### src/rtl/eth_vlan_ipv4_l4_header_parser_top_macros.svh
// ----------------------------------------------------------------------------
// Assertion macros for the Ethernet / VLAN / IPv4 / L4 header parser
// Shared concurrent checks with an active-low reset disable.
// ----------------------------------------------------------------------------
`ifndef ETH_VLAN_IPV4_L4_HEADER_PARSER_TOP_MACROS_SVH
`define ETH_VLAN_IPV4_L4_HEADER_PARSER_TOP_MACROS_SVH

// Same-cycle implication, checked out of reset
`define EVLHP_ASSERT_NOW(label, clk, rst_n, ante, cons, msg) \
    label: assert property (@(posedge clk) disable iff (!rst_n) (ante) |-> (cons)) \
        else $error(msg);

// Next-cycle implication, checked out of reset
`define EVLHP_ASSERT_NEXT(label, clk, rst_n, ante, cons, msg) \
    label: assert property (@(posedge clk) disable iff (!rst_n) (ante) |=> (cons)) \
        else $error(msg);

`endif

### src/rtl/evlhp_pkg.sv
// ----------------------------------------------------------------------------
// evlhp_pkg
// Types, field offsets and protocol codes for the header parser.
// ----------------------------------------------------------------------------
`default_nettype none

package evlhp_pkg;

    // Byte position counter width
    localparam int COUNT_WIDTH = 16;

    // Configuration register
    localparam int          DEPTH_WIDTH = 3;
    localparam logic [2:0]  DEPTH_L3    = 3'd3;
    localparam logic [2:0]  DEPTH_L4    = 3'd4;
    localparam logic [2:0]  DEPTH_RESET = 3'd4;

    // Ethernet layout
    localparam int MAC_LEN      = 6;
    localparam int ETYPE_END    = 14;
    localparam int TCI_END      = 16;
    localparam int ETH_HDR_LEN  = 14;
    localparam int VLAN_HDR_LEN = 18;
    localparam int VID_WIDTH    = 12;

    localparam logic [15:0] TPID_8021Q = 16'h8100;
    localparam logic [15:0] ETYPE_IPV4 = 16'h0800;

    // IPv4 layout, offsets from the start of the IPv4 header
    localparam int IP_PROTO_OFF = 9;
    localparam int IP_SRC_OFF   = 12;
    localparam int IP_DST_OFF   = 16;
    localparam int IP_MIN_LEN   = 20;
    localparam int IHL_WIDTH    = 6;

    localparam logic [7:0] PROTO_TCP = 8'd6;
    localparam logic [7:0] PROTO_UDP = 8'd17;

    // L4 layout, offsets from the start of the L4 header
    localparam int L4_DPORT_OFF = 2;
    localparam int L4_PORTS_END = 4;
    localparam int TCP_MIN_LEN  = 20;
    localparam int UDP_MIN_LEN  = 8;

    typedef logic [COUNT_WIDTH-1:0] t_count;
    // Frame length needs one more bit than the saturating position
    typedef logic [COUNT_WIDTH:0]   t_len;

    typedef enum logic [1:0] {
        L4_NONE = 2'd0,
        L4_TCP  = 2'd1,
        L4_UDP  = 2'd2
    } t_l4_kind;

    // Captured fields of one finished frame
    typedef struct packed {
        logic [47:0]          dst_mac;
        logic [47:0]          src_mac;
        logic                 tag_seen;
        logic [VID_WIDTH-1:0] tag_id;
        logic [15:0]          etype;
        logic [IHL_WIDTH-1:0] ip_header_len;
        logic [7:0]           ip_proto;
        logic [31:0]          src_ip;
        logic [31:0]          dst_ip;
        logic [15:0]          src_port;
        logic [15:0]          dst_port;
        t_len                 len;
    } t_snap;

endpackage

`default_nettype wire

### src/rtl/evlhp_ifs.sv
// ----------------------------------------------------------------------------
// evlhp channel interfaces
// Valid/ready channels for frame bytes, summary results and configuration.
// ----------------------------------------------------------------------------
`default_nettype none

// Frame byte channel
interface evlhp_pkt_if;
    logic       valid;
    logic       ready;
    logic [7:0] pkt_byte;
    logic       last_byte;

    modport source (output valid, output pkt_byte, output last_byte, input ready);
    modport sink   (input valid, input pkt_byte, input last_byte, output ready);
endinterface

// Summary result channel
interface evlhp_res_if;
    logic        valid;
    logic        ready;
    logic [47:0] dst_mac;
    logic [47:0] src_mac;
    logic        has_vlan;
    logic [11:0] vlan_id;
    logic        is_ipv4;
    logic [31:0] src_ip;
    logic [31:0] dst_ip;
    logic [1:0]  l4_kind;
    logic [15:0] src_port;
    logic [15:0] dst_port;
    logic        drop;

    modport source (
        output valid, output dst_mac, output src_mac, output has_vlan,
        output vlan_id, output is_ipv4, output src_ip, output dst_ip,
        output l4_kind, output src_port, output dst_port, output drop,
        input ready
    );
    modport sink (
        input valid, input dst_mac, input src_mac, input has_vlan,
        input vlan_id, input is_ipv4, input src_ip, input dst_ip,
        input l4_kind, input src_port, input dst_port, input drop,
        output ready
    );
endinterface

// Configuration write channel
interface evlhp_cfg_if;
    logic       valid;
    logic       ready;
    logic [2:0] parse_depth;

    modport source (output valid, output parse_depth, input ready);
    modport sink   (input valid, input parse_depth, output ready);
endinterface

`default_nettype wire

### src/rtl/evlhp_capture.sv
// ----------------------------------------------------------------------------
// evlhp_capture
// Positional field capture, one frame byte per cycle while i_pkt.ready is high; snapshot on last byte.
// ----------------------------------------------------------------------------
`default_nettype none

module evlhp_capture (
    input  wire logic            i_clk,
    input  wire logic            i_rst_n,
    evlhp_pkt_if.sink            i_pkt,
    output evlhp_pkg::t_snap     o_snap,
    output logic                 o_snap_valid,
    input  wire logic            i_snap_ready
);

    localparam evlhp_pkg::t_count CountMax = {evlhp_pkg::COUNT_WIDTH{1'b1}};

    // Per-frame state
    evlhp_pkg::t_count                 r_count;
    logic [47:0]                       r_dst_mac, n_dst_mac;
    logic [47:0]                       r_src_mac, n_src_mac;
    logic [15:0]                       r_etype, n_etype;
    logic                              r_tag, n_tag;
    logic [evlhp_pkg::VID_WIDTH-1:0]   r_tag_id, n_tag_id;
    logic [evlhp_pkg::IHL_WIDTH-1:0]   r_ihl, n_ihl;
    logic [7:0]                        r_proto, n_proto;
    logic [31:0]                       r_src_ip, n_src_ip;
    logic [31:0]                       r_dst_ip, n_dst_ip;
    logic [15:0]                       r_sport, n_sport;
    logic [15:0]                       r_dport, n_dport;

    evlhp_pkg::t_snap r_snap;
    logic             r_snap_valid;

    evlhp_pkg::t_len  pos;
    evlhp_pkg::t_len  base;
    evlhp_pkg::t_len  l4;
    logic [7:0]       b;
    logic             accept;

    assign i_pkt.ready = !r_snap_valid || i_snap_ready;
    assign accept      = i_pkt.valid && i_pkt.ready;
    assign b           = i_pkt.pkt_byte;
    assign pos         = {1'b0, r_count};

    // Update captured fields from the byte at the current position
    always_comb begin
        n_dst_mac = r_dst_mac;
        n_src_mac = r_src_mac;
        n_etype   = r_etype;
        n_tag     = r_tag;
        n_tag_id  = r_tag_id;
        n_ihl     = r_ihl;
        n_proto   = r_proto;
        n_src_ip  = r_src_ip;
        n_dst_ip  = r_dst_ip;
        n_sport   = r_sport;
        n_dport   = r_dport;

        // Ethernet and tag fields
        if (pos < evlhp_pkg::t_len'(evlhp_pkg::MAC_LEN)) begin
            n_dst_mac = {r_dst_mac[39:0], b};
        end else if (pos < evlhp_pkg::t_len'(2 * evlhp_pkg::MAC_LEN)) begin
            n_src_mac = {r_src_mac[39:0], b};
        end else if (pos < evlhp_pkg::t_len'(evlhp_pkg::ETYPE_END)) begin
            n_etype = {r_etype[7:0], b};
            if (pos == evlhp_pkg::t_len'(evlhp_pkg::ETYPE_END - 1)
                && n_etype == evlhp_pkg::TPID_8021Q) begin
                n_tag = 1'b1;
            end
        end else if (r_tag && pos < evlhp_pkg::t_len'(evlhp_pkg::TCI_END)) begin
            n_tag_id = {r_tag_id[3:0], b};
        end else if (r_tag && pos < evlhp_pkg::t_len'(evlhp_pkg::VLAN_HDR_LEN)) begin
            n_etype = {r_etype[7:0], b};
        end

        base = r_tag ? evlhp_pkg::t_len'(evlhp_pkg::VLAN_HDR_LEN)
                     : evlhp_pkg::t_len'(evlhp_pkg::ETH_HDR_LEN);
        l4   = '0;

        // IPv4 and L4 fields, relative to the network header start
        if (pos >= base) begin
            if (pos == base) begin
                n_ihl = {b[3:0], 2'b00};
            end else if (pos == base + evlhp_pkg::t_len'(evlhp_pkg::IP_PROTO_OFF)) begin
                n_proto = b;
            end else if (pos >= base + evlhp_pkg::t_len'(evlhp_pkg::IP_SRC_OFF)
                         && pos < base + evlhp_pkg::t_len'(evlhp_pkg::IP_DST_OFF)) begin
                n_src_ip = {r_src_ip[23:0], b};
            end else if (pos >= base + evlhp_pkg::t_len'(evlhp_pkg::IP_DST_OFF)
                         && pos < base + evlhp_pkg::t_len'(evlhp_pkg::IP_MIN_LEN)) begin
                n_dst_ip = {r_dst_ip[23:0], b};
            end

            l4 = base + evlhp_pkg::t_len'(n_ihl);
            if (pos >= l4) begin
                if (pos < l4 + evlhp_pkg::t_len'(evlhp_pkg::L4_DPORT_OFF)) begin
                    n_sport = {r_sport[7:0], b};
                end else if (pos < l4 + evlhp_pkg::t_len'(evlhp_pkg::L4_PORTS_END)) begin
                    n_dport = {r_dport[7:0], b};
                end
            end
        end
    end

    // Advance the frame state; clear it after the last byte
    always_ff @(posedge i_clk) begin
        if (!i_rst_n) begin
            r_count   <= '0;
            r_dst_mac <= '0;
            r_src_mac <= '0;
            r_etype   <= '0;
            r_tag     <= 1'b0;
            r_tag_id  <= '0;
            r_ihl     <= '0;
            r_proto   <= '0;
            r_src_ip  <= '0;
            r_dst_ip  <= '0;
            r_sport   <= '0;
            r_dport   <= '0;
        end else if (accept) begin
            if (i_pkt.last_byte) begin
                r_count   <= '0;
                r_dst_mac <= '0;
                r_src_mac <= '0;
                r_etype   <= '0;
                r_tag     <= 1'b0;
                r_tag_id  <= '0;
                r_ihl     <= '0;
                r_proto   <= '0;
                r_src_ip  <= '0;
                r_dst_ip  <= '0;
                r_sport   <= '0;
                r_dport   <= '0;
            end else begin
                if (r_count != CountMax) begin
                    r_count <= r_count + 1'b1;
                end
                r_dst_mac <= n_dst_mac;
                r_src_mac <= n_src_mac;
                r_etype   <= n_etype;
                r_tag     <= n_tag;
                r_tag_id  <= n_tag_id;
                r_ihl     <= n_ihl;
                r_proto   <= n_proto;
                r_src_ip  <= n_src_ip;
                r_dst_ip  <= n_dst_ip;
                r_sport   <= n_sport;
                r_dport   <= n_dport;
            end
        end
    end

    // Hold the finished frame until the emit stage takes it
    always_ff @(posedge i_clk) begin
        if (!i_rst_n) begin
            r_snap_valid <= 1'b0;
        end else if (accept && i_pkt.last_byte) begin
            r_snap_valid <= 1'b1;
        end else if (i_snap_ready) begin
            r_snap_valid <= 1'b0;
        end
    end

    always_ff @(posedge i_clk) begin
        if (accept && i_pkt.last_byte) begin
            r_snap.dst_mac       <= n_dst_mac;
            r_snap.src_mac       <= n_src_mac;
            r_snap.tag_seen      <= n_tag;
            r_snap.tag_id        <= n_tag_id;
            r_snap.etype         <= n_etype;
            r_snap.ip_header_len <= n_ihl;
            r_snap.ip_proto      <= n_proto;
            r_snap.src_ip        <= n_src_ip;
            r_snap.dst_ip        <= n_dst_ip;
            r_snap.src_port      <= n_sport;
            r_snap.dst_port      <= n_dport;
            r_snap.len           <= pos + 1'b1;
        end
    end

    assign o_snap       = r_snap;
    assign o_snap_valid = r_snap_valid;

endmodule

`default_nettype wire

### src/rtl/evlhp_emit.sv
// ----------------------------------------------------------------------------
// evlhp_emit
// Length checks and field qualification of a finished frame; result register.
// ----------------------------------------------------------------------------
`default_nettype none

`include "eth_vlan_ipv4_l4_header_parser_top_macros.svh"

module evlhp_emit (
    input  wire logic                i_clk,
    input  wire logic                i_rst_n,
    evlhp_cfg_if.sink                i_cfg,
    input  wire evlhp_pkg::t_snap    i_snap,
    input  wire logic                i_snap_valid,
    output logic                     o_snap_ready,
    evlhp_res_if.source              o_res
);

    logic [evlhp_pkg::DEPTH_WIDTH-1:0] r_depth;

    logic                r_valid;
    logic [47:0]         r_dst_mac, n_dst_mac;
    logic [47:0]         r_src_mac, n_src_mac;
    logic                r_vlan, n_vlan;
    logic [11:0]         r_vid, n_vid;
    logic                r_is_ip, n_is_ip;
    logic [31:0]         r_src_ip, n_src_ip;
    logic [31:0]         r_dst_ip, n_dst_ip;
    evlhp_pkg::t_l4_kind r_kind, n_kind;
    logic [15:0]         r_sport, n_sport;
    logic [15:0]         r_dport, n_dport;
    logic                r_drop, n_drop;

    evlhp_pkg::t_len     base;
    evlhp_pkg::t_len     l4;
    logic                take;

    assign i_cfg.ready  = 1'b1;
    assign o_snap_ready = !r_valid || o_res.ready;
    assign take         = i_snap_valid && o_snap_ready;

    // Hold the parse depth register
    always_ff @(posedge i_clk) begin
        if (!i_rst_n) begin
            r_depth <= evlhp_pkg::DEPTH_RESET;
        end else if (i_cfg.valid) begin
            r_depth <= i_cfg.parse_depth;
        end
    end

    // Check lengths and qualify fields
    always_comb begin
        base = i_snap.tag_seen ? evlhp_pkg::t_len'(evlhp_pkg::VLAN_HDR_LEN)
                               : evlhp_pkg::t_len'(evlhp_pkg::ETH_HDR_LEN);
        l4   = base + evlhp_pkg::t_len'(i_snap.ip_header_len);

        n_drop  = (i_snap.len < evlhp_pkg::t_len'(evlhp_pkg::ETH_HDR_LEN))
                  || (i_snap.tag_seen
                      && i_snap.len < evlhp_pkg::t_len'(evlhp_pkg::VLAN_HDR_LEN));
        n_is_ip = 1'b0;
        n_kind  = evlhp_pkg::L4_NONE;

        if (!n_drop && r_depth >= evlhp_pkg::DEPTH_L3
            && i_snap.etype == evlhp_pkg::ETYPE_IPV4) begin
            n_is_ip = 1'b1;
            if (i_snap.len < base + evlhp_pkg::t_len'(evlhp_pkg::IP_MIN_LEN)) begin
                n_drop = 1'b1;
            end
        end

        if (!n_drop && n_is_ip && r_depth >= evlhp_pkg::DEPTH_L4) begin
            if (i_snap.ip_proto == evlhp_pkg::PROTO_TCP) begin
                if (i_snap.len < l4 + evlhp_pkg::t_len'(evlhp_pkg::TCP_MIN_LEN)) begin
                    n_drop = 1'b1;
                end else begin
                    n_kind = evlhp_pkg::L4_TCP;
                end
            end else if (i_snap.ip_proto == evlhp_pkg::PROTO_UDP) begin
                if (i_snap.len < l4 + evlhp_pkg::t_len'(evlhp_pkg::UDP_MIN_LEN)) begin
                    n_drop = 1'b1;
                end else begin
                    n_kind = evlhp_pkg::L4_UDP;
                end
            end
        end

        // Zero everything but the drop flag on a short frame
        n_dst_mac = n_drop ? '0 : i_snap.dst_mac;
        n_src_mac = n_drop ? '0 : i_snap.src_mac;
        n_vlan    = !n_drop && i_snap.tag_seen;
        n_vid     = n_vlan ? i_snap.tag_id : '0;
        n_is_ip   = !n_drop && n_is_ip;
        n_src_ip  = n_is_ip ? i_snap.src_ip : '0;
        n_dst_ip  = n_is_ip ? i_snap.dst_ip : '0;
        if (n_drop) begin
            n_kind = evlhp_pkg::L4_NONE;
        end
        n_sport   = (n_kind != evlhp_pkg::L4_NONE) ? i_snap.src_port : '0;
        n_dport   = (n_kind != evlhp_pkg::L4_NONE) ? i_snap.dst_port : '0;
    end

    // Result register valid
    always_ff @(posedge i_clk) begin
        if (!i_rst_n) begin
            r_valid <= 1'b0;
        end else if (take) begin
            r_valid <= 1'b1;
        end else if (o_res.ready) begin
            r_valid <= 1'b0;
        end
    end

    // Result register payload
    always_ff @(posedge i_clk) begin
        if (take) begin
            r_dst_mac <= n_dst_mac;
            r_src_mac <= n_src_mac;
            r_vlan    <= n_vlan;
            r_vid     <= n_vid;
            r_is_ip   <= n_is_ip;
            r_src_ip  <= n_src_ip;
            r_dst_ip  <= n_dst_ip;
            r_kind    <= n_kind;
            r_sport   <= n_sport;
            r_dport   <= n_dport;
            r_drop    <= n_drop;
        end
    end

    assign o_res.valid        = r_valid;
    assign o_res.dst_mac      = r_dst_mac;
    assign o_res.src_mac      = r_src_mac;
    assign o_res.has_vlan     = r_vlan;
    assign o_res.vlan_id      = r_vid;
    assign o_res.is_ipv4      = r_is_ip;
    assign o_res.src_ip       = r_src_ip;
    assign o_res.dst_ip       = r_dst_ip;
    assign o_res.l4_kind      = r_kind;
    assign o_res.src_port     = r_sport;
    assign o_res.dst_port     = r_dport;
    assign o_res.drop         = r_drop;

    `EVLHP_ASSERT_NOW(a_drop_clears_fields, i_clk, i_rst_n, r_valid && r_drop, r_dst_mac == '0 && r_src_mac == '0 && !r_vlan && !r_is_ip && r_kind == evlhp_pkg::L4_NONE, "dropped frame carries fields")
    `EVLHP_ASSERT_NOW(a_l4_needs_ipv4, i_clk, i_rst_n, r_valid && r_kind != evlhp_pkg::L4_NONE, r_is_ip && r_depth >= evlhp_pkg::DEPTH_L4, "L4 kind without IPv4 at full depth")
    `EVLHP_ASSERT_NOW(a_no_ports_without_l4, i_clk, i_rst_n, r_valid && r_kind == evlhp_pkg::L4_NONE, r_sport == '0 && r_dport == '0, "ports set with no L4 kind")
    `EVLHP_ASSERT_NEXT(a_take_loads_result, i_clk, i_rst_n, take, r_valid, "snapshot taken but no result held")

endmodule

`default_nettype wire

### src/rtl/eth_vlan_ipv4_l4_header_parser_top.sv
// ----------------------------------------------------------------------------
// eth_vlan_ipv4_l4_header_parser_top
// Streaming Ethernet / 802.1Q / IPv4 / TCP-UDP header summary.
// ----------------------------------------------------------------------------
// Usage:
//   i_pkt carries one frame byte per item, in wire order, with last_byte set
//   on the final byte. Fields are captured by byte position as they pass.
//   o_res carries one summary item per frame, produced after its last byte.
//   i_cfg writes parse_depth (2 Ethernet, 3 adds IPv4, 4 adds L4 ports);
//   write it only while no frame is in flight. It is always ready.
// Throughput: one byte per cycle while i_pkt.ready is high; the capture
//   logic updates every field combinationally, so bytes stream back to back.
// Result path: the finished frame passes the snapshot register, then the
//   result register, before the result item is valid.
// Stall: while o_res is held off, the block keeps taking bytes; once both
//   the snapshot and the result register hold finished frames, i_pkt.ready
//   drops until the receiver takes a result.
// Reset: synchronous, active low; clears all frame state, drops any pending
//   results and sets parse_depth to 4.
// ----------------------------------------------------------------------------
`default_nettype none

module eth_vlan_ipv4_l4_header_parser_top (
    input  wire logic   i_clk,
    input  wire logic   i_rst_n,
    evlhp_pkt_if.sink   i_pkt,
    evlhp_cfg_if.sink   i_cfg,
    evlhp_res_if.source o_res
);

    evlhp_pkg::t_snap snap;
    logic             snap_valid;
    logic             snap_ready;

    // Positional capture
    evlhp_capture u_capture (
        .i_clk        (i_clk),
        .i_rst_n      (i_rst_n),
        .i_pkt        (i_pkt),
        .o_snap       (snap),
        .o_snap_valid (snap_valid),
        .i_snap_ready (snap_ready)
    );

    // Length checks and result register
    evlhp_emit u_emit (
        .i_clk        (i_clk),
        .i_rst_n      (i_rst_n),
        .i_cfg        (i_cfg),
        .i_snap       (snap),
        .i_snap_valid (snap_valid),
        .o_snap_ready (snap_ready),
        .o_res        (o_res)
    );

endmodule

`default_nettype wire
### src/flat_wrapper.sv
// flat-port wrapper written by rule: the top's interface ports become plain ports
module eth_vlan_ipv4_l4_header_parser_top_flat 
  (i_clk, i_rst_n, i_pkt_valid, i_pkt_pkt_byte, i_pkt_last_byte, i_pkt_ready, i_cfg_valid, i_cfg_parse_depth, i_cfg_ready, o_res_valid, o_res_dst_mac, o_res_src_mac, o_res_has_vlan, o_res_vlan_id, o_res_is_ipv4, o_res_src_ip, o_res_dst_ip, o_res_l4_kind, o_res_src_port, o_res_dst_port, o_res_drop, o_res_ready);
  evlhp_pkt_if i_pkt_i ();
  evlhp_cfg_if i_cfg_i ();
  evlhp_res_if o_res_i ();
  input  wire logic i_clk;
  input  wire logic i_rst_n;
  input wire logic [$bits(i_pkt_i.valid)-1:0] i_pkt_valid;
  input wire logic [$bits(i_pkt_i.pkt_byte)-1:0] i_pkt_pkt_byte;
  input wire logic [$bits(i_pkt_i.last_byte)-1:0] i_pkt_last_byte;
  output wire logic [$bits(i_pkt_i.ready)-1:0] i_pkt_ready;
  input wire logic [$bits(i_cfg_i.valid)-1:0] i_cfg_valid;
  input wire logic [$bits(i_cfg_i.parse_depth)-1:0] i_cfg_parse_depth;
  output wire logic [$bits(i_cfg_i.ready)-1:0] i_cfg_ready;
  output wire logic [$bits(o_res_i.valid)-1:0] o_res_valid;
  output wire logic [$bits(o_res_i.dst_mac)-1:0] o_res_dst_mac;
  output wire logic [$bits(o_res_i.src_mac)-1:0] o_res_src_mac;
  output wire logic [$bits(o_res_i.has_vlan)-1:0] o_res_has_vlan;
  output wire logic [$bits(o_res_i.vlan_id)-1:0] o_res_vlan_id;
  output wire logic [$bits(o_res_i.is_ipv4)-1:0] o_res_is_ipv4;
  output wire logic [$bits(o_res_i.src_ip)-1:0] o_res_src_ip;
  output wire logic [$bits(o_res_i.dst_ip)-1:0] o_res_dst_ip;
  output wire logic [$bits(o_res_i.l4_kind)-1:0] o_res_l4_kind;
  output wire logic [$bits(o_res_i.src_port)-1:0] o_res_src_port;
  output wire logic [$bits(o_res_i.dst_port)-1:0] o_res_dst_port;
  output wire logic [$bits(o_res_i.drop)-1:0] o_res_drop;
  input wire logic [$bits(o_res_i.ready)-1:0] o_res_ready;
  assign i_pkt_i.valid = i_pkt_valid;
  assign i_pkt_i.pkt_byte = i_pkt_pkt_byte;
  assign i_pkt_i.last_byte = i_pkt_last_byte;
  assign i_pkt_ready = i_pkt_i.ready;
  assign i_cfg_i.valid = i_cfg_valid;
  assign i_cfg_i.parse_depth = i_cfg_parse_depth;
  assign i_cfg_ready = i_cfg_i.ready;
  assign o_res_valid = o_res_i.valid;
  assign o_res_dst_mac = o_res_i.dst_mac;
  assign o_res_src_mac = o_res_i.src_mac;
  assign o_res_has_vlan = o_res_i.has_vlan;
  assign o_res_vlan_id = o_res_i.vlan_id;
  assign o_res_is_ipv4 = o_res_i.is_ipv4;
  assign o_res_src_ip = o_res_i.src_ip;
  assign o_res_dst_ip = o_res_i.dst_ip;
  assign o_res_l4_kind = o_res_i.l4_kind;
  assign o_res_src_port = o_res_i.src_port;
  assign o_res_dst_port = o_res_i.dst_port;
  assign o_res_drop = o_res_i.drop;
  assign o_res_i.ready = o_res_ready;
  eth_vlan_ipv4_l4_header_parser_top u_core (.i_clk(i_clk), .i_rst_n(i_rst_n), .i_pkt(i_pkt_i), .i_cfg(i_cfg_i), .o_res(o_res_i));
endmodule
### config.mk
export PLATFORM = sky130hd
export DESIGN_NAME = eth_vlan_ipv4_l4_header_parser_top_flat
export DESIGN_NICKNAME = d
export VERILOG_FILES = /design/src/rtl/evlhp_pkg.sv /design/src/rtl/evlhp_ifs.sv /design/src/rtl/evlhp_capture.sv /design/src/rtl/evlhp_emit.sv /design/src/rtl/eth_vlan_ipv4_l4_header_parser_top.sv /design/src/flat_wrapper.sv
export VERILOG_INCLUDE_DIRS = /design/src /design/src/rtl
export SDC_FILE = /design/constraint.sdc
export NUM_CORES = 1
export LEC_CHECK = 0
export ABC_AREA = 0
export BUFFER_PORTS_ARGS = -buffer_cell sky130_fd_sc_hd__buf_2
export CAP_MARGIN = 15
export CORE_UTILIZATION = 40
export CTS_BUF_LIST = sky130_fd_sc_hd__clkbuf_4
export DETAILED_ROUTE_END_ITERATION = 8
export PLACE_DENSITY_LB_ADDON = 0.3
export SYNTH_ARGS = -nofsm -noshare
export SYNTH_HDL_FRONTEND = slang
export SYNTH_SLANG_ARGS = --single-unit
### constraint.sdc
create_clock -name i_clk -period 14.39 [get_ports i_clk]
set_input_delay 1.439 -clock i_clk [delete_from_list [all_inputs] [get_ports i_clk]]
set_output_delay 1.439 -clock i_clk [all_outputs]
set_load 0.01 [all_outputs]
==> flow_summary.ini <==
[die]
core_sq_um = 73300
die_area_sq_um = 75600
dieHeight_um = 275
die_x_um = 275
num_io_pins = 229
start_util_pct = 40.6
rows = 99

[critical_path]
worst-setup-path-type = flip-flop to flip-flop
max_stage_delay_ns = 0.94
path_cells = inv_1 > ha_1 > nor4b_4 > nand4_2 > nand2_1 > inv_1 > fa_1 > a21o_1 > a211oi_1 > mux2i_1 > nand2_1 > nor2_1 > a31oi_1 > ha_1 > o2111a_1 > o31ai_1 > and2_1 > nor4_1 > nor3b_4 > mux2_2
worstSetupEndpointType = flip-flop
critical_path_required_ns = 15.07
r2r_setup_slack_ns = 7.70
cpMaxStageDelayCell = nor3b_4
cp_num_buf_inv = 2
cp_top_family = simple AND/OR/NAND/NOR gates
critPathArrivalTime_ns = 7.37
path_max_fanout = 16
start_kind = flip-flop
cp-startpoint = u_core.u_capture.r_tag$_SDFFE_PN0P_
r2r-start = u_core.u_capture.r_tag$_SDFFE_PN0P_

[logic_synthesis]
syn_area_sq_um = 29800
yosys.area.top_type = edfxtp_1
synth.top_cell.area_share_pct = 46.4
syn_inst = 2221
dominantRegCellSynth = edfxtp_1
async_flop_share_pct = 0
synth-seq-area-share_pct = 63.6
yosysWarnings = 0
yosysUniqueCellTypes = 76
ys_top_cells_by_area = edfxtp_1 46%, dfxtp_1 17%, mux2_2 8.3%
syn_area_per_cell_sq_um = 13.4
ys_ff_latch = 717
synth_edf_count = 461

[detailed_routing]
wl_per_cell_um = 18.9
drt_iter0_markers = 1296
via_per_inst = 5.16
drc = 11
ant_nets = 0
drt_wl_total_mm = 68.3
first_pass_iters = 9
vias = 18600

[clocking]
cts_resized = 0
post_cts.repair.setup_buffers = 0
path_clk_slew_ns = 0.07
cts_made_buffers = 178
htree_levels = 4
clk_latency_ns = 0.98
clk_path_buf_depth = 3
cts_hold_buf = 0
cts_tree = yes
clockRootBuffer = clkbuf_4
cts.sinks = 717

[worst_hold_path]
hold_start = u_core.u_capture.r_ihl[0]$_SDFFE_PN0P_
hp-class = flip-flop to flip-flop

[global_route]
gr-usage-all-layers_pct = 18.0
grt_pass1_wl_mm = 106
grt_max_degree = 102
overflow = 0
grt_pass1_vias = 18500
antenna_found_initial = 7

[cells_and_area]
final_util_pct = 46.4
syn_to_final_growth_pct = 14.2
layout.nets = 2569
fillers = 6613
drive_gt1_share_pct = 30.2
ff_latch_area_sq_um = 19000
multi_input_area_sq_um = 10100

[timing]
timing.fmax_mhz = 150
period_share_pct = 46.5
worst_slack_ns = 7.70
clock_skew_ns = 0.0584
fin_crit_ns = 6.69
finalHoldViolCount = 0
finalSetupViolCount = 0
drv_slew = 0
slew_headroom_pct = 27.8
worst_slew_pin_slew_ns = 1.08
rsz0062_at_grt = false
fin_tns_setup_ns = 0

[run_status]
status = finished, violations left
violations = DRC

[placement]
dp_hpwl_mm = 42.3
port_buffers = 227
place_ws_ns = 7.77
gp_congestion = 0.821

[power]
ir_worst_vdd_mv = 0.0567
leakage_uw = 0.0129
p_total_uw = 4090
powerDensity_nw_per_um2 = 120

[job]
drv_cap = 0
-- final timing paths --
check                                      endpoint  cells past startpoint
max           u_core.u_capture.o_snap[21]$_DFFE_PP_                     20
min          u_core.u_capture.r_ihl[0]$_SDFFE_PN0P_                      2
max reg2reg   u_core.u_capture.o_snap[21]$_DFFE_PP_                     20
min reg2reg  u_core.u_capture.r_ihl[0]$_SDFFE_PN0P_                      2
-- placed cells by master, fill, tap and decap left out, types with 86 or more instances in the layout --
| cell type | Yosys | final |
|---|---|---|
| a22oi_1 | 149 | 149 |
| and2_1 | 106 | 106 |
| and3_1 | 102 | 102 |
| buf_2 | 31 | 226 |
| clkbuf_4 | 0 | 264 |
| dfxtp_1 | 256 | 256 |
| edfxtp_1 | 461 | 461 |
| mux2_2 | 220 | 220 |
| nand2_1 | 88 | 86 |
| nor2b_1 | 169 | 168 |
-- per-layer routing --
| metal | track usage [%] | part of all wire (%) |
|---|---|---|
| met1 | 23.1 | 44 |
| met2 | 29.7 | 49 |
| met3 | 4.06 | 4.8 |
| met4 | 6.24 | 1.6 |
| met5 | 0 | 0.040 |
-- state kept, by name (all words and copies together) (netlist names), 3 cells and up --
name                          cells
u_core.u_emit.r_depth             3
u_core.u_capture.r_proto          8
u_core.u_emit.o_res.dst_port     16
u_core.u_capture.r_etype         16
u_core.u_emit.o_res.dst_mac      48
u_core.u_emit.o_res.src_port     16
u_core.u_emit.o_res.src_mac      48
u_core.u_capture.r_ihl            6
u_core.u_capture.r_count         16
u_core.u_emit.o_res.dst_ip       32
u_core.u_capture.r_dport         16
u_core.u_capture.r_src_mac       48
u_core.u_capture.r_sport         16
u_core.u_capture.r_tag_id        12
u_core.u_emit.o_res.src_ip       32
u_core.u_capture.r_dst_ip        32
u_core.u_capture.o_snap         252
u_core.u_capture.r_dst_mac       48
u_core.u_capture.r_src_ip        32
u_core.u_emit.o_res.vlan_id      12
-- final cells by class --
type	instances	area share, %
clock buffers	264	5.82
inverters	28	0.331
repair buffers	250	3.85
well taps	959	3.53
multi-input cells	1322	29.7
flip-flops and latches	717	55.7
diodes	1	0.00735
clock inverters	70	1.06
-- where the power goes --
group | internal (uW) | switching, uW | leakage, uW | total, uW
sequential | 2220 | 14.9 | 0.00642 | 2240
clock | 873 | 826 | 0.00139 | 1700
combinational | 43.7 | 106 | 0.00514 | 149
-- synthesized netlist by cell type, types with 40 or more instances --
library cell / count
nor2b_1: 169
nor2_1: 57
edfxtp_1: 461
dfxtp_1: 256
ha_1: 53
o21ai_0: 56
and2_1: 106
a22o_1: 40
a22oi_1: 149
mux2_2: 220
and3_1: 102
clkbuf_1: 103
nand2_1: 88
-- tightest hold or removal path, delay by kind of cell (launching register included) --
family | cells | cell delay (ns)
simple gates | 1 | 0.03
buf+inv | 1 | 0.05
flops | 1 | 0.33
-- metrics by stage --
stage / std cells / hold slack, ns / instance area (sq um)
after global routing: 3611 / 0.471 / 34000
after detailed placement: 3276 / 0.445 / 31700
final: 3611 / 0.454 / 34000
after CTS: 3610 / 0.455 / 34000
after global placement: 3276 / 0.431 / 31700
after floorplan: 2223 / 0.412 / 29800
-- logic make-up (layout without fill, tap and decap cells) --
family	after synthesis	after routing	synth area share, %
xor gates and xnor gates	27	27	0.819
and+or+nand+nor	621	621	12.1
adders and majority gates	55	55	2.36
DFF	717	717	63.6
buffers and inverters	184	612	2.69
muxes	237	237	9.06
AOI/OAI and AO/OA	379	379	9.29
other	1	4	0.0126
Power figures use the tool's default switching activity.
